--- src/hw/rtl/grd_pkg.sv ---
// Shared types and constants of the gamepad report decoder.
`default_nettype none

package grd_pkg;

    localparam int AXIS_W   = 8;
    localparam int NUM_AXES = 6;
    localparam int POS_W    = 6;
    localparam int BTN_W    = 16;
    localparam int TOUCH_W  = 25;
    localparam int FLAG_W   = BTN_W + 2;

    // lx, ly, rx, ry, lt, rt from index 0
    typedef logic [NUM_AXES-1:0][AXIS_W-1:0] t_axes;
    typedef logic [FLAG_W-1:0]               t_flags;
    typedef logic [1:0]                      t_layout;

    localparam t_layout LAYOUT_NONE     = 2'd0;
    localparam t_layout LAYOUT_SIMPLE   = 2'd1;
    localparam t_layout LAYOUT_EXTENDED = 2'd2;

    localparam logic [7:0] ID_SIMPLE   = 8'h01;
    localparam logic [7:0] ID_EXTENDED = 8'h31;

    localparam logic [POS_W-1:0] POS_MAX = 6'd63;

    // simple layout byte positions
    localparam logic [POS_W-1:0] S_POS_HAT      = 6'd5;
    localparam logic [POS_W-1:0] S_POS_SHOULDER = 6'd6;
    localparam logic [POS_W-1:0] S_POS_SYSTEM   = 6'd7;
    localparam logic [POS_W-1:0] S_POS_LTRIG    = 6'd8;
    localparam logic [POS_W-1:0] S_POS_RTRIG    = 6'd9;

    // extended layout byte positions
    localparam logic [POS_W-1:0] E_POS_HAT      = 6'd8;
    localparam logic [POS_W-1:0] E_POS_SHOULDER = 6'd9;
    localparam logic [POS_W-1:0] E_POS_SYSTEM   = 6'd10;
    localparam logic [POS_W-1:0] E_POS_TOUCH1   = 6'd33;
    localparam logic [POS_W-1:0] E_POS_TOUCH2   = 6'd37;

    localparam logic [2:0] AXIS_LTRIG = 3'd4;
    localparam logic [2:0] AXIS_RTRIG = 3'd5;

    localparam logic [0:0] REG_DEADZONE = 1'b0;

endpackage

`default_nettype wire

--- src/hw/rtl/grd_change_det.sv ---
// Change detector: compares live state against the previous report's snapshot.
`default_nettype none

module grd_change_det
    import grd_pkg::*;
(
    input  wire t_axes       i_live_axes,
    input  wire t_axes       i_prior_axes,
    input  wire t_flags      i_live_flags,
    input  wire t_flags      i_prior_flags,
    input  wire [AXIS_W-1:0] i_deadzone,
    output logic             o_changed
);

    logic [NUM_AXES-1:0] axis_moved;

    // one subtract and compare per axis, all in parallel
    always_comb begin
        for (int k = 0; k < NUM_AXES; k++) begin
            if (i_live_axes[k] > i_prior_axes[k]) begin
                axis_moved[k] = (i_live_axes[k] - i_prior_axes[k]) > i_deadzone;
            end else begin
                axis_moved[k] = (i_prior_axes[k] - i_live_axes[k]) > i_deadzone;
            end
        end
    end

    assign o_changed = (i_live_flags != i_prior_flags) || (|axis_moved);

endmodule

`default_nettype wire

--- src/hw/rtl/gamepad_report_decoder.sv ---
// Gamepad input report decoder top level: byte stream in, decoded state out.
//
// Usage:
//   Report bytes enter on the s_axis channel, one byte per request, tlast on
//   the final byte. Byte 0 is the report identifier (0x01 simple, 0x31
//   extended); later bytes are written by position into the live state.
//   On the last byte one result leaves on the m_axis channel: buttons, sticks,
//   triggers and two touch points in tdata, report_ok and state_changed in
//   tuser. Bytes without tlast produce nothing on the output.
//   The APB port holds the jitter deadzone (address 0, reset value 2); write
//   it only while no report is in flight.
// Throughput and pipeline:
//   One byte per cycle, sustained while no final byte waits on the result
//   register. A byte is captured in the input register, then decoded into
//   the live state and (on tlast) into the result register. The decode step
//   is a position-indexed field write plus six parallel deadzone compares.
// Reset:
//   Synchronous, active low. Clears the byte position, layout, live state,
//   prior snapshot and both valid flags; the deadzone returns to 2.
// Backpressure:
//   While a result waits in the output register, non-final bytes keep
//   flowing; a second final byte holds in the input register until the
//   waiting result is taken, and s_axis_tready is low while it holds.
`default_nettype none

module gamepad_report_decoder
    import grd_pkg::*;
#(
    parameter int MAX_REPORT_BYTES = 64
) (
    input  wire          i_clk,
    input  wire          i_rst_n,

    input  wire          i_s_axis_tvalid,
    output logic         o_s_axis_tready,
    input  wire  [7:0]   i_s_axis_tdata,   // [7:0] data_byte
    input  wire          i_s_axis_tlast,   // last_byte

    output logic         o_m_axis_tvalid,
    input  wire          i_m_axis_tready,
    // [15:0] button_bits, [23:16] left_x, [31:24] left_y, [39:32] right_x,
    // [47:40] right_y, [55:48] left_trig, [63:56] right_trig,
    // [88:64] touch_one, [113:89] touch_two, [119:114] zero
    output logic [119:0] o_m_axis_tdata,
    output logic [1:0]   o_m_axis_tuser,   // [0] report_ok, [1] state_changed

    input  wire          psel,
    input  wire          penable,
    input  wire          pwrite,
    input  wire  [2:0]   paddr,
    input  wire  [31:0]  pwdata,
    output logic [31:0]  prdata,
    output logic         pready
);

    localparam int PAD_W = 120 - BTN_W - NUM_AXES * AXIS_W - 2 * TOUCH_W;

    // ------------------------------------------------------------------
    // Configuration register
    // ------------------------------------------------------------------
    logic [AXIS_W-1:0] r_deadzone;
    logic              cfg_hit;

    assign pready  = 1'b1;
    assign cfg_hit = (paddr[2:2] == REG_DEADZONE);

    always_ff @(posedge i_clk) begin
        if (!i_rst_n) begin
            r_deadzone <= 8'd2;
        end else if (psel && penable && pwrite && pready && cfg_hit) begin
            r_deadzone <= pwdata[AXIS_W-1:0];
        end
    end

    // paddr[1:0] is the byte lane inside the word and is not decoded
    assign prdata = cfg_hit ? {{(32 - AXIS_W){1'b0}}, r_deadzone} : 32'd0;

    // ------------------------------------------------------------------
    // Input register
    // ------------------------------------------------------------------
    logic       r_in_valid;
    logic [7:0] r_in_byte;
    logic       r_in_last;
    logic       r_out_valid;
    logic       advance;   // input register drains into the decode step
    logic       in_accept;

    // a final byte needs the result register free or draining
    assign advance   = r_in_valid && (!r_in_last || !r_out_valid || i_m_axis_tready);
    assign o_s_axis_tready = !r_in_valid || advance;
    assign in_accept = i_s_axis_tvalid && o_s_axis_tready;

    always_ff @(posedge i_clk) begin
        if (!i_rst_n) begin
            r_in_valid <= 1'b0;
        end else if (in_accept) begin
            r_in_valid <= 1'b1;
        end else if (advance) begin
            r_in_valid <= 1'b0;
        end
    end

    always_ff @(posedge i_clk) begin
        if (in_accept) begin
            r_in_byte <= i_s_axis_tdata;
            r_in_last <= i_s_axis_tlast;
        end
    end

    // ------------------------------------------------------------------
    // Decoder state
    // ------------------------------------------------------------------
    logic [POS_W-1:0]   r_pos,    n_pos;
    t_layout            r_layout, n_layout;
    t_layout            layout_eff;
    t_axes              r_axes,   n_axes;
    logic [BTN_W-1:0]   r_btn,    n_btn;
    logic [TOUCH_W-1:0] r_t1,     n_t1;
    logic [TOUCH_W-1:0] r_t2,     n_t2;
    t_axes              r_prior_axes;
    t_flags             r_prior_flags;
    t_flags             live_flags;
    logic [3:0]         hat_dirs;
    logic [2:0]         axis_idx;
    logic               pos_in_range;
    logic [3:0]         hat;

    assign hat          = r_in_byte[3:0];
    assign axis_idx     = 3'(r_pos - 6'd1);
    assign pos_in_range = ({1'b0, r_pos} < 7'(MAX_REPORT_BYTES));

    // hat switch: 0..7 clockwise from up, 8..15 centered
    assign hat_dirs[0] = (hat == 4'd0) || (hat == 4'd1) || (hat == 4'd7);
    assign hat_dirs[1] = (hat == 4'd1) || (hat == 4'd2) || (hat == 4'd3);
    assign hat_dirs[2] = (hat == 4'd3) || (hat == 4'd4) || (hat == 4'd5);
    assign hat_dirs[3] = (hat == 4'd5) || (hat == 4'd6) || (hat == 4'd7);

    // layout that governs this byte; byte 0 picks it
    always_comb begin
        if (r_pos == '0) begin
            if (r_in_byte == ID_SIMPLE) begin
                layout_eff = LAYOUT_SIMPLE;
            end else if (r_in_byte == ID_EXTENDED) begin
                layout_eff = LAYOUT_EXTENDED;
            end else begin
                layout_eff = LAYOUT_NONE;
            end
        end else begin
            layout_eff = r_layout;
        end
    end

    // write the byte into its field by position
    always_comb begin
        n_axes = r_axes;
        n_btn  = r_btn;
        n_t1   = r_t1;
        n_t2   = r_t2;
        if (r_pos != '0 && pos_in_range) begin
            if (r_layout == LAYOUT_SIMPLE) begin
                case (r_pos) inside
                    [6'd1:6'd4]:    n_axes[axis_idx] = r_in_byte;
                    S_POS_HAT:      n_btn[7:0]   = {r_in_byte[7:4], hat_dirs};
                    S_POS_SHOULDER: n_btn[13:8]  = {r_in_byte[7:4], r_in_byte[1:0]};
                    S_POS_SYSTEM:   n_btn[15:14] = r_in_byte[1:0];
                    S_POS_LTRIG:    n_axes[AXIS_LTRIG] = r_in_byte;
                    S_POS_RTRIG:    n_axes[AXIS_RTRIG] = r_in_byte;
                    default: ;
                endcase
            end else if (r_layout == LAYOUT_EXTENDED) begin
                case (r_pos) inside
                    [6'd1:6'd6]:    n_axes[axis_idx] = r_in_byte;
                    E_POS_HAT:      n_btn[7:0]   = {r_in_byte[7:4], hat_dirs};
                    E_POS_SHOULDER: n_btn[13:8]  = {r_in_byte[7:4], r_in_byte[1:0]};
                    E_POS_SYSTEM:   n_btn[15:14] = r_in_byte[1:0];
                    // touch head: bit 7 clear means touching
                    E_POS_TOUCH1:   n_t1[24] = ~r_in_byte[7];
                    E_POS_TOUCH1 + 6'd1: if (r_t1[24]) n_t1[7:0]   = r_in_byte;
                    E_POS_TOUCH1 + 6'd2: if (r_t1[24]) n_t1[15:8]  = r_in_byte;
                    E_POS_TOUCH1 + 6'd3: if (r_t1[24]) n_t1[23:16] = r_in_byte;
                    E_POS_TOUCH2:   n_t2[24] = ~r_in_byte[7];
                    E_POS_TOUCH2 + 6'd1: if (r_t2[24]) n_t2[7:0]   = r_in_byte;
                    E_POS_TOUCH2 + 6'd2: if (r_t2[24]) n_t2[15:8]  = r_in_byte;
                    E_POS_TOUCH2 + 6'd3: if (r_t2[24]) n_t2[23:16] = r_in_byte;
                    default: ;
                endcase
            end
        end
    end

    // advance the byte counter; return to byte 0 after a final byte
    always_comb begin
        if (r_in_last) begin
            n_pos    = '0;
            n_layout = LAYOUT_NONE;
        end else begin
            n_pos    = (r_pos == POS_MAX) ? r_pos : r_pos + 6'd1;
            n_layout = layout_eff;
        end
    end

    assign live_flags = {n_t2[24], n_t1[24], n_btn};

    always_ff @(posedge i_clk) begin
        if (!i_rst_n) begin
            r_pos         <= '0;
            r_layout      <= LAYOUT_NONE;
            r_axes        <= '0;
            r_btn         <= '0;
            r_t1          <= '0;
            r_t2          <= '0;
            r_prior_axes  <= '0;
            r_prior_flags <= '0;
        end else if (advance) begin
            r_pos    <= n_pos;
            r_layout <= n_layout;
            r_axes   <= n_axes;
            r_btn    <= n_btn;
            r_t1     <= n_t1;
            r_t2     <= n_t2;
            if (r_in_last) begin
                r_prior_axes  <= n_axes;
                r_prior_flags <= live_flags;
            end
        end
    end

    // ------------------------------------------------------------------
    // Change detection and result register
    // ------------------------------------------------------------------
    logic raw_changed;
    logic out_load;

    grd_change_det u_change_det (
        .i_live_axes   (n_axes),
        .i_prior_axes  (r_prior_axes),
        .i_live_flags  (live_flags),
        .i_prior_flags (r_prior_flags),
        .i_deadzone    (r_deadzone),
        .o_changed     (raw_changed)
    );

    assign out_load = advance && r_in_last;

    always_ff @(posedge i_clk) begin
        if (!i_rst_n) begin
            r_out_valid <= 1'b0;
        end else if (out_load) begin
            r_out_valid <= 1'b1;
        end else if (i_m_axis_tready) begin
            r_out_valid <= 1'b0;
        end
    end

    always_ff @(posedge i_clk) begin
        if (out_load) begin
            o_m_axis_tdata    <= {{PAD_W{1'b0}}, n_t2, n_t1, n_axes, n_btn};
            o_m_axis_tuser[0] <= (layout_eff != LAYOUT_NONE);
            o_m_axis_tuser[1] <= (layout_eff != LAYOUT_NONE) && raw_changed;
        end
    end

    assign o_m_axis_tvalid = r_out_valid;

    // ------------------------------------------------------------------
    // Assertions
    // ------------------------------------------------------------------
    a_pos_clear_after_last: assert property (@(posedge i_clk) disable iff (!i_rst_n)
        advance && r_in_last |=> (r_pos == '0) && (r_layout == LAYOUT_NONE))
        else $error("byte position not cleared after final byte");

    a_no_change_when_bad: assert property (@(posedge i_clk) disable iff (!i_rst_n)
        o_m_axis_tvalid && !o_m_axis_tuser[0] |-> !o_m_axis_tuser[1])
        else $error("state_changed set on unknown report");

    a_no_result_overwrite: assert property (@(posedge i_clk) disable iff (!i_rst_n)
        r_out_valid && !i_m_axis_tready |-> !out_load)
        else $error("waiting result overwritten");

    a_prior_tracks_result: assert property (@(posedge i_clk) disable iff (!i_rst_n)
        out_load |=> (r_prior_axes == o_m_axis_tdata[BTN_W + NUM_AXES*AXIS_W - 1:BTN_W]))
        else $error("prior snapshot differs from emitted axes");

endmodule

`default_nettype wire
--- config.mk ---
export PLATFORM = sky130hd
export DESIGN_NAME = gamepad_report_decoder
export DESIGN_NICKNAME = d
export VERILOG_FILES = /design/src/hw/rtl/grd_pkg.sv /design/src/hw/rtl/grd_change_det.sv /design/src/hw/rtl/gamepad_report_decoder.sv
export SDC_FILE = /design/constraint.sdc
export NUM_CORES = 1
export LEC_CHECK = 0
export ABC_AREA = 1
export ABC_CLOCK_PERIOD_IN_PS = 9300
export BUFFER_PORTS_ARGS = -buffer_cell sky130_fd_sc_hd__buf_2
export CAP_MARGIN = 20
export CORE_MARGIN = 2
export CORE_UTILIZATION = 35
export DETAILED_ROUTE_END_ITERATION = 7
export PLACE_DENSITY = 0.48
export SLEW_MARGIN = 20
export SYNTH_ARGS = -nofsm -noshare
export SYNTH_HDL_FRONTEND = slang
export SYNTH_SLANG_ARGS = --single-unit
--- constraint.sdc ---
create_clock -name i_clk -period 9.3 [get_ports i_clk]
set_clock_uncertainty 0.1 [all_clocks]
set_input_delay 0.93 -clock i_clk [delete_from_list [all_inputs] [get_ports i_clk]]
set_output_delay 0.93 -clock i_clk [all_outputs]
set_load 0.005 [all_outputs]
### Word-level counts from Yosys, hierarchy flattened

Cells that the tools add are included.
W data, S select, Z words.

* logic and storage cells: 263
* input bits: 51
* register bits after elaboration: 323

* eq/ne operators: 28
* reductions and logical operators: 34
* bitwise operators: 2
* $add $sub $neg: 14
* mux-type cells: 137
* magnitude comparators: 23

Operators by type and width (count)
* $mux W8: 77
* $mux W48: 4
* $mux W25: 6
* $gt A8 B8 Y1: 18
* $sub A8 B8 Y8: 12
* $eq A6 B6 Y1 const B: 9
* $bwmux W48: 1
* $mux W16: 3
* $mux W6: 8
* $mux W32: 1
* $demux W8 S3: 1
* $mux W1: 24
* $mux W2: 12
* $eq A6 B3 Y1 const B: 3
* $eq A6 B4 Y1 const B: 3
* $ne A18 B18 Y1: 1
* $eq A4 B3 Y1 const B: 4
* $le A6 B3 Y1 const B: 2
* $logic_or A1 B1 Y1: 12
* $logic_and A1 B1 Y1: 10
* $eq A4 B2 Y1 const B: 2
* $eq A8 B1 Y1 const B: 1
* $eq A8 B6 Y1 const B: 1
* $add A6 B1 Y6 const B: 1
* 16 further kinds: 22

### Longest topological paths before layout

Gate-level depths: netlist (run 1).

* depth after elaboration: 19
* gate-level depth with buffers: 38

### By module

Synthesis (run 1) repeated with hierarchy kept, for this count alone.

* cell total of the unflattened synthesis: 2778
* area, all modules: 20883.8 um2

Modules (own cells, without submodules)
* gamepad_report_decoder: sequential area each 7717.4 um2, times used 1, cells each 1782, area each 14521.4 um2
* grd_change_det: sequential area each 0.0 um2, times used 1, cells each 996, area each 6362.4 um2

### Least setup slack after synthesis (run 1)

OpenSTA, ideal clock, no wires.

* path kind: input-to-reg
* start: in i_m_axis_tready
* end: reg o_m_axis_tdata[0], enable pin
* stages on the path: 5
* path slack: 3800 ps
* arrival time: 4874 ps
* path buffers: 1
* path through: nor2_1 -> a21oi_1 -> nand2_1 -> inv_1 -> clkbuf_1

* cells in the longest elaborated chain, start to end: 3

RTL lines
* from (decl): RTL line gamepad_report_decoder.sv:40 `input wire i_m_axis_tready,`
* $logic_or A1 B1 Y1: RTL line gamepad_report_decoder.sv:89 `assign advance = r_in_valid && (!r_in_last || !r_out_valid || i_m_axis_tready);`
* $logic_and A1 B1 Y1: RTL line gamepad_report_decoder.sv:89
* $logic_and A1 B1 Y1: RTL line gamepad_report_decoder.sv:243 `assign out_load = advance && r_in_last;`
* named net out_load: RTL line gamepad_report_decoder.sv:232 `logic out_load;`
* to (signal assigned): RTL line gamepad_report_decoder.sv:257 `o_m_axis_tdata <= {{PAD_W{1'b0}}, n_t2, n_t1, n_axes, n_btn};`
* to (decl): RTL line gamepad_report_decoder.sv:44 `output logic [119:0] o_m_axis_tdata,`

The timed path passes the listed nets, and every way through them passes these cells.
A chain may end at the register's enable or synchronous reset.

==> key figures, run 1 <==
Setup path
  • Critical path class: reg2reg
  • RR Endpoint: o_m_axis_tuser[1]
  • Crit path largest cell delay: 0.63 ns
  • Critical path endpoint category: flop
  • Slowest library cell on the worst path: sky130_fd_sc_hd__o21ai_2
  • Internal reg-to-reg setup slack: 3.14 ns
  • Reg-to-Reg Start: r_pos[0]
  • Worst setup path startpoint: r_pos[0]
  • Req. time, crit path: 9.55 ns
  • Cell with the most instances on the worst path: sky130_fd_sc_hd__nand2_1
  • Arrival time at the worst endpoint: 6.40 ns
  • Nature of the critical path startpoint: flop
  • Max Fanout on Critical Path: 14
  • Endpoint of the most critical setup path: o_m_axis_tuser[1]
  • Number of cells traversed by the worst register-to-register path: 29

Power and ir drop
  • Power Dens Cells: 189 nW/µm²
  • Post-route total power: 4.26 mW
  • Max rail drop VDD: 0.000118 V
  • Standby leakage power: 11.3 nW

Clock network
  • Buffer levels on the longest clock path: 3
  • Number of gates resized after cts: 0
  • Clk sink count: 323
  • H-tree level count: 2
  • TritonCTS clock tree: yes
  • Worst-skew pair later-pin latency: 0.58 ns
  • Clock-pin slew on the worst setup and hold paths: 0.06 ns
  • Buffers inserted during post-CTS setup optimization: 0
  • Hold Buf Count CTS: 0
  • Number of buffers created by CTS: 40
  • Clock root cell: sky130_fd_sc_hd__clkbuf_16

Place
  • Routability-driven placement congestion ratio: 0.848
  • Cell Count Post-Placement: 3,438
  • Worst setup slack after placement: 3.28 ns
  • Detailed Place HPWL: 40,100 µm
  • Buffers on Ports: 150

Die
  • Count of pins on the block boundary: 208
  • Area of the die: 58,900 µm²
  • Starting density of the core: 35.3%
  • Die height: 243 µm
  • Area of the placeable core: 56,400 µm²
  • Die width: 243 µm
  • Site row count: 87

Final layout
  • Most frequent cells in the layout: 495 x sky130_fd_sc_hd__nand2_1, 473 x sky130_fd_sc_hd__inv_1, 233 x sky130_fd_sc_hd__a21oi_1, 212 x sky130_fd_sc_hd__o21ai_0, 198 x sky130_fd_sc_hd__dfxtp_1
  • Number of nets in the layout: 2,967
  • Antenna fix cells: 0
  • Post-synthesis to final-layout area growth: 13.4%
  • Fraction of layout cells with a size suffix above 1: 10.8%
  • Most common cell after layout, fill and taps aside: sky130_fd_sc_hd__nand2_1
  • Final standard cell count with taps included and fillers excluded: 3,512

GRT
  • Via count of the first global-routing pass: 16,000
  • GRT Total Usage: 19.0%
  • First-pass GRT wire length: 88,700 µm
  • Global route total overflow: 0
  • Pin count of the biggest net entering global routing: 103
  • Antenna violations before repair: 0

Drt
  • Drt initial violations: 1,024
  • Drt drc: 0
  • Drt wl/cell: 16.2 µm
  • Remaining number of nets flagged by the antenna check after routing: 0
  • Via count of the routed design: 17,000
  • Routed wire length: 56,900 µm
  • Number of vias per cell after detailed routing: 4.83
  • Drt pass-1 iters: 8

Timing
  • Post-route setup slack: 3.14 ns
  • Upper clock frequency limit: 162 MHz
  • Unrepaired setup endpoints after global routing: no
  • Hold Violations, Final: 0
  • Slew at the pin with the worst max-slew slack: 0.955 ns
  • Total negative slack: 0 ns
  • Post-layout min period: 6.16 ns
  • Final setup violating endpoints: 0
  • Worst hold slack across all endpoints: 0.398 ns
  • Slew Limit Headroom: 36.3%
  • Share of the clock period used by the worst path: 66.2%
  • Number of max-slew violations in the final report: 0

Synth
  • Combined area of all synthesized cells: 19,900 µm²
  • Portion of synthesized cell area occupied by the leading cell type: 19.9%
  • Synth Register Bits: 323
  • Synth Warn #: 0
  • Post-Synthesis Mean Instance Area: 7.59 µm²
  • Number of cells produced by synthesis: 2,624
  • Fraction of the yosys area taken by sequential cells: 38.7%
  • Post-synth top area cell: sky130_fd_sc_hd__dfxtp_1
  • Post-synth EDFFs: 125
  • Ranking of synthesized cells by area: sky130_fd_sc_hd__dfxtp_1 20%, sky130_fd_sc_hd__edfxtp_1 19%, sky130_fd_sc_hd__ha_1 12%
  • FFs w/ async S/R, synth: 0%
  • Primary flip-flop cell chosen by synthesis mapping: sky130_fd_sc_hd__dfxtp_1
  • Cell variety after synth: 48

Min path
  • Min-delay worst type: reg2reg

Flow run
  • Max capacitance violation total: 0

Outcome
  • Run status: finished clean
area by class of cell:
type / count / area (µm²)
flip-flops and latches: 323 / 7720
repair buffers: 164 / 860
well taps: 756 / 946
clock buffers: 51 / 1080
fillers: 5854 / 33800
multi-input cells: 1697 / 9820
inverters: 498 / 1880
clock inverters: 23 / 290
cells by family (layout without fill, tap and decap cells):
logic type	Yosys count	after routing	share of synthesized area [%]
flip-flops	323	323	38.7
AO/OA/AOI/OAI	589	589	15.9
other	2	31	0.0377
XOR/XNOR	61	61	2.68
buffers and inverters	633	736	12.6
adder cells (fa/ha/maj)	192	192	12.3
AND/OR/NAND/NOR	824	824	17.7
where the power goes:
| group | internal, mW | switching, mW |
|---|---|---|
| Sequential | 1.55 | 0.0339 |
| Combinational | 0.388 | 0.659 |
| Clock | 0.973 | 0.658 |
worst min-delay path by stage:
stage,start,cells after the start,endpoint
global placement,r_axes[46],2,r_axes[46]
global route,i_s_axis_tdata[4],1,r_in_byte[4]
CTS,i_s_axis_tdata[4],1,r_in_byte[4]
finish,r_axes[5],2,r_axes[5]
floorplan,r_axes[46],2,r_axes[46]
detailed placement,r_axes[1],2,r_axes[1]
per-stage QoR:
stage               instance area (µm²)  utilization [%]
floorplan                         20000                -
global placement                  21200             37.6
detailed placement                21200             37.6
CTS                               22600             40.1
global route                      22600             40.1
finish                            22600             40.1
cell usage after synthesis, drive strengths merged, types with 19 or more instances:
library cell,count
a21oi,235
dfxtp,198
nand2,506
o21ai,264
xor2,49
inv,497
buf,49
ha,185
nand4,27
nor2,177
nand3,88
clkbuf,86
o22ai,29
o211ai,19
edfxtp,125
critical path, delay by kind of cell, from the launching register on:
family	cells	cell delay, ns
buf+inv	4	0.54
compound gates	4	1.55
flops	1	0.56
fa+ha+maj	3	1.13
simple gates	17	1.86
xor+xnor	1	0.20
per-layer routing:
layer / up-vias / GRT usage (%) / wire, µm
li1: 8624 / - / -
met1: 7900 / 26.5 / 27500
met2: 358 / 30.3 / 24900
met3: 89 / 2.55 / 2710
met4: 0 / 6.64 / 1670
met5: - / 0 / 0
sequential cells by signal, indices dropped and copies added, names as in the netlist, 2 cells and up:
register        cells
r_prior_axes       48
o_m_axis_tuser      2
r_btn              16
r_deadzone          8
r_t1               25
r_layout            2
r_axes             48
r_pos               6
o_m_axis_tdata    114
r_prior_flags      18
r_t2               25
r_in_byte           8
Power figures use the tool's default switching activity.
==> inputs of run 2 (changes only) <==
--- a/config.mk
+++ b/config.mk
@@ -6,7 +6,7 @@
 export NUM_CORES = 1
 export LEC_CHECK = 0
 export ABC_AREA = 1
-export ABC_CLOCK_PERIOD_IN_PS = 9300
+export ABC_CLOCK_PERIOD_IN_PS = 6000
 export BUFFER_PORTS_ARGS = -buffer_cell sky130_fd_sc_hd__buf_2
 export CAP_MARGIN = 20
 export CORE_MARGIN = 2
==> constraint.sdc (replaced) <==
create_clock -name i_clk -period 6 [get_ports i_clk]
set_clock_uncertainty 0.1 [all_clocks]
set_input_delay 0.6 -clock i_clk [delete_from_list [all_inputs] [get_ports i_clk]]
set_output_delay 0.6 -clock i_clk [all_outputs]
set_load 0.005 [all_outputs]
==> run 2 against run 1 <==
Net effect:
- sequential share of layout area is 0.081 points lower
- non-clock buffer count up 26
- via count rose by 1.0%
- sequential power up 55%
==> key figures, run 2 (same netlist as run 1, synthesis figures left out) <==
Timing
  • Slew Limit Headroom: 33.9% (-2.4 points)
  • Hold Violations, Final: 0 (unchanged)
  • Unrepaired setup endpoints after global routing: no
  • Post-layout min period: 5.48 ns (-0.678 ns)
  • Worst hold slack across all endpoints: 0.108 ns (-0.289 ns)
  • Final setup violating endpoints: 0 (unchanged)
  • Upper clock frequency limit: 182 MHz (+12%)
  • Slew at the pin with the worst max-slew slack: 0.992 ns (+0.0367 ns)
  • Share of the clock period used by the worst path: 91.3% (+25 points)
  • Number of max-slew violations in the final report: 0 (unchanged)
  • Total negative slack: 0 ns (unchanged)

Min path
  • Min-delay worst type: in2reg

Power and ir drop
  • Sequential Power Share: 38.5% (+1.4 points)
  • Switching power of the nets: 2.08 mW (+54%)
  • Max rail drop VDD: 0.000163 V (+39%)
  • Internal Dissipation: 4.27 mW (+47%)
  • Standby leakage power: 11.4 nW (+0.29%)
  • Power Dens Cells: 281 nW/µm² (+49%)
  • Relative contribution of combinational cells to total power: 26.1% (+1.5 points)
  • Relative contribution of the clock network to total power: 35.4% (-2.9 points)
  • Net Sw Frac: 32.8% (+1.1 points)

Clock network
  • Clk sink count: 323 (unchanged)
  • Buffer levels on the longest clock path: 3 (unchanged)
  • Clock-pin slew on the worst setup and hold paths: 0.06 ns (about the same)
  • Buffers inserted during post-CTS setup optimization: 0 (unchanged)
  • Hold Buf Count CTS: 0 (unchanged)
  • TritonCTS clock tree: yes
  • Worst-skew pair later-pin latency: 0.57 ns (about the same)
  • Clock root cell: sky130_fd_sc_hd__clkbuf_16
  • Number of gates resized after cts: 0 (unchanged)
  • Number of buffers created by CTS: 39 (-2.5%)
  • H-tree level count: 2 (unchanged)

Final layout
  • Largest register by flop count: o_m_axis_tdata
  • Final standard cell count with taps included and fillers excluded: 3,536 (+0.68%)
  • Fraction of layout cells with a size suffix above 1: 11.5% (+0.70 points)
  • Most frequent cells in the layout: 494 x sky130_fd_sc_hd__nand2_1, 472 x sky130_fd_sc_hd__inv_1, 233 x sky130_fd_sc_hd__a21oi_1, 205 x sky130_fd_sc_hd__o21ai_0, 197 x sky130_fd_sc_hd__dfxtp_1
  • Largest register FFs: 114 (unchanged)
  • Number of nets in the layout: 2,992 (+0.84%)
  • Post-synthesis to final-layout area growth: 13.7%
  • Most common cell after layout, fill and taps aside: sky130_fd_sc_hd__nand2_1
  • Final design utilization: 40.2% (+0.10 points)
  • Largest registers in the final layout: o_m_axis_tdata: 114 flops, r_axes: 48 flops, r_prior_axes: 48 flops
  • Design area: 22,600 µm² (+0.26%)

Drt
  • Drt wl/cell: 16.5 µm (+2.2%)
  • Routed wire length: 58,500 µm (+2.9%)
  • Drt pass-1 iters: 6 (-2)
  • Drt initial violations: 1,154 (+13%)
  • Drt drc: 0 (unchanged)
  • Remaining number of nets flagged by the antenna check after routing: 0 (unchanged)
  • Number of vias per cell after detailed routing: 4.85 (+0.32%)
  • Via count of the routed design: 17,100 (+1.0%)

Setup path
  • Nature of the critical path startpoint: flop
  • Slowest library cell on the worst path: sky130_fd_sc_hd__ha_1
  • Cell with the most instances on the worst path: sky130_fd_sc_hd__nand2_1
  • Crit path largest cell delay: 0.44 ns (-0.19 ns)
  • Req. time, crit path: 6.23 ns (-3.32 ns)
  • Critical path class: reg2reg
  • Max Fanout on Critical Path: 10 (-4)
  • Critical path endpoint category: flop
  • Crit path max-delay family: simple AND/OR/NAND/NOR gates
  • CP bufs+invs: 6 (+2)
  • Arrival time at the worst endpoint: 5.71 ns (-0.69 ns)

Die
  • Die height: 243 µm (unchanged)
  • Starting density of the core: 35.3% (unchanged)
  • Area of the placeable core: 56,400 µm² (unchanged)
  • Die width: 243 µm (unchanged)
  • Count of pins on the block boundary: 208 (unchanged)
  • Area of the die: 58,900 µm² (unchanged)
  • Site row count: 87 (unchanged)

Place
  • Routability-driven placement congestion ratio: 0.896 (+5.6%)
  • Buffers on Ports: 150 (unchanged)
  • Detailed Place HPWL: 41,600 µm (+3.7%)
  • Cell Count Post-Placement: 3,464 (+0.76%)
  • Total placed instance area: 21,400 µm² (+0.98%)

Flow run
  • Max capacitance violation total: 0 (unchanged)

GRT
  • Global route total overflow: 0 (unchanged)
  • Pin count of the biggest net entering global routing: 95 (-7.8%)
  • Antenna violations before repair: 2 (+2)
  • Via count of the first global-routing pass: 16,200 (+1.1%)
  • First-pass GRT wire length: 89,900 µm (+1.4%)
  • GRT Total Usage: 19.4% (+0.34 points)

Outcome
  • Run status: finished clean
## run 2: cell type report
cell class | instances | area, µm²
Fill cell | 5867 | 33700
Clock buffer | 48 | 1020
Timing Repair Buffer | 190 | 1060
Multi-Input combinational cell | 1697 | 9850
Clock inverter | 23 | 170
Inverter | 498 | 1880
Sequential cell | 323 | 7720
Tap cell | 756 | 946
Antenna cell | 1 | 2.50
## run 2: layer usage
layer	track usage, %	routed length (µm)	vias up	share of wire (%)
met5	0	0	-	0
li1	-	-	8669	-
met2	29.8	24900	446	43
met3	3.58	3360	91	5.7
met1	27.5	28600	7935	49
met4	5.95	1640	0	2.8
## run 2: worst reg2reg max path, delay by kind of cell (launching register included)
family / cells / cell delay, ns
buffers and inverters: 6 / 0.76
XOR/XNOR: 1 / 0.15
adder cells (fa/ha/maj): 3 / 0.99
AND/OR/NAND/NOR: 19 / 2.24
AO/OA/AOI/OAI: 3 / 0.61
flip-flops: 1 / 0.42
## run 2: power groups by stage
stage / clock network (mW) / logic [mW] / registers (mW)
after floorplan: 0 / 1.22 / 2.49
after global placement: 0 / 1.60 / 2.49
after detailed placement: 0 / 1.64 / 2.49
after CTS: 2.33 / 1.65 / 2.45
after global routing: 2.41 / 1.91 / 2.46
final: 2.25 / 1.66 / 2.45
## run 2: path summary, 6_finish.rpt
kind	startpoint	to	slack (ns)	depth (start not counted)
setup reg to reg	r_pos[1]	o_m_axis_tuser[1]	0.52	32
hold / removal	i_s_axis_tdata[0]	r_in_byte[0]	0.11	1
hold reg to reg	r_axes[29]	r_axes[29]	0.40	2
setup / recovery	r_pos[1]	o_m_axis_tuser[1]	0.52	32
## run 2: through the flow
stage / total power, mW / worst slack (ns)
after floorplan: 3.70 / 0.830
after global placement: 4.10 / 0.347
after detailed placement: 4.13 / 0.299
after CTS: 6.43 / 0.280
after global routing: 6.77 / 0.102
final: 6.35 / 0.520
